$ cat src/hdl/plk_pkg.sv
`default_nettype none
// ----------------------------------------------------------------------------
// plk_pkg
// Shared codes, control types and defaults for the positional list engine.
// ----------------------------------------------------------------------------
package plk_pkg;

	localparam int unsigned CapacityDefault = 64;
	localparam int unsigned WordWidth       = 32;
	localparam int unsigned PosWidth        = 7;
	localparam int unsigned LenWidth        = 7;

	typedef enum logic [1:0] {
		OP_INSERT = 2'd0,
		OP_DELETE = 2'd1,
		OP_GET    = 2'd2,
		OP_CLEAR  = 2'd3
	} op_t;

	typedef enum logic [1:0] {
		ST_OK    = 2'd0,
		ST_RANGE = 2'd1,
		ST_FULL  = 2'd2
	} status_t;

	// per-cycle command broadcast to every cell
	typedef struct packed {
		logic ins;   // open a slot at the position, shift tail right
		logic del;   // close the slot at the position, shift tail left
		logic ld;    // capture the word at the position into the read lane
		logic sh;    // move the read lane one cell toward cell zero
	} cell_ctl_t;

endpackage : plk_pkg
`default_nettype wire

$ cat src/hdl/plk_cell.sv
`default_nettype none
// ----------------------------------------------------------------------------
// plk_cell
// One list slot: holds the word at list position IDX+1 and one stage of the
// read lane that carries a fetched word toward cell zero.
// ----------------------------------------------------------------------------
module plk_cell
	import plk_pkg::*;
#(
	parameter int unsigned CAPACITY = CapacityDefault,
	parameter int unsigned IDX      = 0
) (
	input  wire                  clk,
	input  wire cell_ctl_t       ctl,
	input  wire [PosWidth-1:0]   position,
	input  wire [WordWidth-1:0]  new_value,
	input  wire [WordWidth-1:0]  left_word,
	input  wire [WordWidth-1:0]  right_word,
	input  wire [WordWidth-1:0]  right_rd,
	output logic [WordWidth-1:0] word,
	output logic [WordWidth-1:0] rd
);

	localparam int unsigned CW = $clog2(CAPACITY + 1);
	localparam int unsigned PW = ((CW > PosWidth) ? CW : PosWidth) + 1;
	localparam logic [PW-1:0] MyPos = PW'(IDX + 1);

	logic [PW-1:0]  pos_w;
	logic           hit;
	logic           above;
	logic [WordWidth-1:0] word_q;
	logic [WordWidth-1:0] rd_q;

	assign pos_w = PW'(position);
	assign hit   = (MyPos == pos_w);
	assign above = (MyPos > pos_w);

	always_ff @(posedge clk) begin
		if (ctl.ins) begin
			if (hit) begin
				word_q <= new_value;
			end else if (above) begin
				word_q <= left_word;
			end
		end else if (ctl.del) begin
			if (hit || above) begin
				word_q <= right_word;
			end
		end
	end

	always_ff @(posedge clk) begin
		if (ctl.ld) begin
			rd_q <= hit ? word_q : '0;
		end else if (ctl.sh) begin
			rd_q <= right_rd;
		end
	end

	assign word = word_q;
	assign rd   = rd_q;

endmodule : plk_cell
`default_nettype wire

$ cat config.mk
export PLATFORM = sky130hd
export DESIGN_NAME = plk_cell
export DESIGN_NICKNAME = d
export VERILOG_FILES = /design/src/hdl/plk_pkg.sv /design/src/hdl/plk_cell.sv
export SDC_FILE = /design/constraint.sdc
export NUM_CORES = 1
export LEC_CHECK = 0
export BUFFER_PORTS_ARGS = -buffer_cell sky130_fd_sc_hd__buf_2
export CAP_MARGIN = 5
export CORE_ASPECT_RATIO = 1.2
export CORE_MARGIN = 1.5
export CORE_UTILIZATION = 25
export CTS_CLUSTER_DIAMETER = 40
export DETAILED_ROUTE_END_ITERATION = 8
export PLACE_DENSITY = 0.55
export SYNTH_ARGS = -nofsm -noshare
export SYNTH_HDL_FRONTEND = slang
export SYNTH_SLANG_ARGS = --single-unit
export TNS_END_PERCENT = 10
$ cat constraint.sdc
create_clock -name clk -period 2.9 [get_ports clk]
set_input_delay 0.145 -clock clk [delete_from_list [all_inputs] [get_ports clk]]
set_output_delay 0.145 -clock clk [all_outputs]
set_load 0.01 [all_outputs]
======== Word level (Yosys, flattened, before mapping) ========
Index checks and enable logic that the tools add are counted.
operators by class
  reduce and logical (&&, ||, !) cells .... 5
  divide/modulo/power cells ............... 0
  multiply operators ...................... 0
  add/sub/neg operators ................... 0
  shifts and indexed selects .............. 0
  mux-type cells .......................... 8
  order comparisons ....................... 1
  equal/unequal tests ..................... 2
  bitwise operators ....................... 0
operator list
  cell                                                                      count
  32-bit 2-to-1 mux                                                         8
  1-bit by 7-bit == test with 1-bit output (first input constant)           1
  1-bit by 7-bit > comparator with 1-bit output (first input constant)      1
  2-bit nonzero test                                                        3
  3-bit by 1-bit inequality test with 1-bit output (second input constant)  1
  3-bit AND reduction                                                       1
  1-bit logical OR                                                          1
word-level totals
  memories ................................ 0
  logic and storage cells ................. 18
  bits in writable memories ............... 0
  ROM bits ................................ 0
  bits in registers ....................... 64
  bits in latches ......................... 0

======== Depth between registers and ports, before layout ========
  depth after elaboration ................. 5
  depth in mapped cells ................... 5
  gate-level depth less buffers ........... 3

======== Worst setup path before layout ========
No wires, ideal clock.
  kind .................................... input to register
  start ................................... input port position[6]
  end ..................................... register word_q[0] (netlist: word[0]), enable pin
  arrival time ............................ 2.242 ns
  cell stages on the path ................. 3
  path buffers ............................ 1
  setup slack ............................. 0.237 ns
  path through ............................ or4_4 buf_6 nor2_1
on the way
  longest elaborated chain between the ends .. 4
ends and longest elaborated chain
  item                                                                                                       RTL line                        text
  start, declared                                                                                            plk_cell.sv:15                  input wire [PosWidth-1:0] position,
  1-bit by 7-bit > comparator with 1-bit output or 1-bit by 7-bit == test with 1-bit output (tied branches)  plk_cell.sv:36, plk_cell.sv:35
  1-bit logical OR                                                                                           plk_cell.sv:46                  if (hit || above) begin
  2-bit nonzero test (no line)                                                                               n/a
  3-bit AND reduction (no line) (*)                                                                          n/a
  end signal, assigned                                                                                       plk_cell.sv:41                  word_q <= new_value;
  end signal, assigned                                                                                       plk_cell.sv:43                  word_q <= left_word;
  end signal, assigned                                                                                       plk_cell.sv:47                  word_q <= right_word;
  end, declared                                                                                              plk_cell.sv:31                  logic [WordWidth-1:0] word_q;
Mark *: on every way between the ends. The rest lies on a longest branch, timed or not.
A chain may end at the register's enable or synchronous reset.

======== Worst setup path after layout ========
  start ................................... input port position[6]
  end ..................................... register word_q[21] (netlist: word[21]), enable pin
Same word-level chain as after synthesis.

==> metrics.log <==
[metrics] PwrDens: 493 mW/mm2
[metrics] fraction of the cycle the final worst path needs: 0.549
[metrics] worst slew slack as a fraction of its limit: 0.263
[metrics] horizontal die dimension: 108 um
[metrics] top-level port count: 204
[metrics] placed cell count: 673
[metrics] Worst IR Drop VDD: 0.000208 V
[metrics] count of maximum capacitance violations: 0
[metrics] antenna cells: 0
[metrics] Starting Density: 0.254
[metrics] top-area cell type share of the netlist area: 0.578
[metrics] clock insertion delay at the later pin of the skew report: 0.33 ns
[metrics] share of the core filled with cells: 0.354
[metrics] sequential area share after synthesis: 0.578
[metrics] largest fanout on the critical path: 33
[metrics] WL/cell: 15.7 um
[metrics] Arrival @ worst endpoint: 1.57 ns
[metrics] residual overflow from global routing: 0
[metrics] cell count after synthesis: 329
[metrics] Peak Freq: 0.628 GHz
[metrics] cell type of the slowest stage on the worst timing path: or4_4
[metrics] synthesized area per cell: 10.1 um2
[metrics] clk_skew: 0.00305 ns
[metrics] Antenna Nets Post-Route: 0
[metrics] type of the worst min-delay path: in -> reg
[metrics] clock buffers created by TritonCTS: 9
[metrics] startpoint of the tightest hold check path: right_word[12]
[metrics] Critical Path, Cell by Cell: buf_2, or4_4, nor2_2, buf_4
[metrics] All-Layer GR Usage: 0.151
[metrics] final hold violation count: 0
[metrics] slew at the pin closest to its max-slew limit: 1.10 ns
[metrics] cell area after technology mapping: 0.00333 mm2
[metrics] number of core rows: 46
[metrics] Synth-to-Final Area Change: 39.5%
[metrics] total number of H-tree levels: 3
[metrics] worst slack at placement: 0.963 ns
[metrics] Die Y: 129 um
[metrics] violation count after the first detailed-route iteration: 173
[metrics] DPL Wire Length: 8370 um
[metrics] reg-to-reg setup timing slack: 2.02 ns
[metrics] number of nets in the finished design: 656
[metrics] post-detailed-placement cell area: 0.00440 mm2
[metrics] via count of the first global-routing pass: 3,005
[metrics] setup repair after global routing missed its margin: no
[metrics] number of non-filler instances in the completed layout: 687
[metrics] core box area: 0.0131 mm2
[metrics] CTS tree: done
[metrics] crit path time final: 1.59 ns
[metrics] delay contributed by the slowest stage of the critical path: 0.74 ns
[metrics] residual DRC count: 0
[metrics] PostCTS Resize Cnt: 0
[metrics] RD Place Congestion: 0.901
[metrics] first-pass GRT wire length: 15,600 um
[metrics] Final Slew Violations: 0
[metrics] reg-to-reg critical path endpoint: rd[19]$_DFFE_PP_
[metrics] buffer count from post-CTS setup fixing: 0
[metrics] number of antenna violations at the first check in global routing: 0
[metrics] pin count of the biggest net entering global routing: 65
[metrics] Leak: 2.04 nW
[metrics] number of endpoints failing setup at the final stage: 0
[metrics] count of distinct cell types in the synthesized netlist: 19
[metrics] share of cells above drive strength 1: 0.432
[metrics] vias per cell: 4.71
[metrics] ranking of synthesized cells by area: edfxtp_1 (58%), a31oi_1 (6.0%), nand4_1 (6.0%)
[metrics] warnings from Yosys: 0
[metrics] post-route total power: 2.29 mW
[metrics] root buffer selected by CTS: clkbuf_16
[metrics] dominant cell type by area after synthesis: edfxtp_1
[metrics] number of search-and-repair iterations in the first detailed-routing pass: 5
[metrics] total negative slack for setup checks: 0 ns
[metrics] worst hold path depth: 3
[metrics] worst setup path class: in -> reg
[metrics] required time reported for the critical path endpoint: 2.88 ns
[metrics] Register-to-Register Path Depth: 2
[metrics] outcome: complete, no violations
[metrics] final wirelength: 10,800 um
[metrics] count of state elements after synthesis: 64
[metrics] number of sinks handled by clock tree synthesis: 64
[metrics] post-route setup slack: 1.31 ns
[metrics] worst hold path endpoint: word[12]$_DFFE_PP_
[metrics] number of vias after detailed routing: 3,235
[metrics] die area: 0.0140 mm2
[metrics] worst hold margin: 0.165 ns
[metrics] final cell area excluding filler cells: 0.00464 mm2
[metrics] critical register-to-register path startpoint: word[19]$_DFFE_PP_
[metrics] CTS hold repair buffers: 0
[metrics] kind of start point of the critical path: input port
[metrics] Syn Nets: 469
[metrics] clock input transition at the sequential cells of the worst setup and hold paths: 0.05 ns
[metrics] endpoint type of the worst setup path: flop
[metrics] number of buffers added on ports: 203
[metrics] CTS Buffer Depth: 2
layer usage:
layer  wire length [um]  part of all wire  GRT usage
met1               4650              0.43      0.195
met2               5350              0.50      0.249
met3                529             0.049     0.0166
met4                274             0.025     0.0782
met5                  0                 0          0
cells by family (layout without fill, tap and decap cells):
kind of cell           after synthesis  in the layout  share of synthesized area
AO/OA/AOI/OAI                       97             97                      0.170
AND/OR/NAND/NOR                    103            103                      0.155
buffers and inverters               65            255                     0.0974
flip-flops                          64             64                      0.578
final cells by class:
cell class,count,area [um2]
Fill cell,1415,8480
Sequential cell,64,1920
Multi-Input combinational cell,200,1080
Timing Repair Buffer,209,1060
Clock buffer,11,233
Tap cell,168,210
Inverter,32,120
Clock inverter,3,11.3
state kept, by name, indices dropped and copies added, names as in the netlist:
signal  cells
word       32
rd         32
worst max-delay path by stage:
stage | startpoint | endpoint
global placement | position[6] | word[26]$_DFFE_PP_
floorplan | position[6] | word[0]$_DFFE_PP_
detailed placement | position[6] | word[24]$_DFFE_PP_
CTS | position[6] | word[6]$_DFFE_PP_
finish | position[6] | word[21]$_DFFE_PP_
global route | position[6] | word[2]$_DFFE_PP_
power by group:
group | switching [mW] | internal [mW] | total [mW]
combinational | 0.167 | 0.137 | 0.304
sequential | 0.0117 | 1.07 | 1.08
clock | 0.345 | 0.558 | 0.903
critical path: cells and delay by family:
family | cells | cell delay, ns
buffers and inverters | 2 | 0.51
and+or+nand+nor | 2 | 0.90
Yosys cell counts (all sizes together):
cell	number
o21ai	33
clkbuf	16
nand4	32
o22ai	32
or3b	1
nand3	1
or2	1
a31oi	32
inv	32
nor2	34
nor4	1
edfxtp	64
nand2	32
buf	17
or4	1
cells in the final DEF, fill, tap and decap left out, types with 2 or more instances in the layout:
cell type and count:
nor2_1 32, clkbuf_1 2, edfxtp_1 64, nand4_1 32
o21ai_1 29, a31oi_1 32, nand2_1 32, buf_4 6
buf_2 203, inv_1 32, nor2_2 2, o22ai_1 32
o21ai_0 4, clkinv_1 3, clkbuf_16 9
Power figures use the tool's default switching activity.
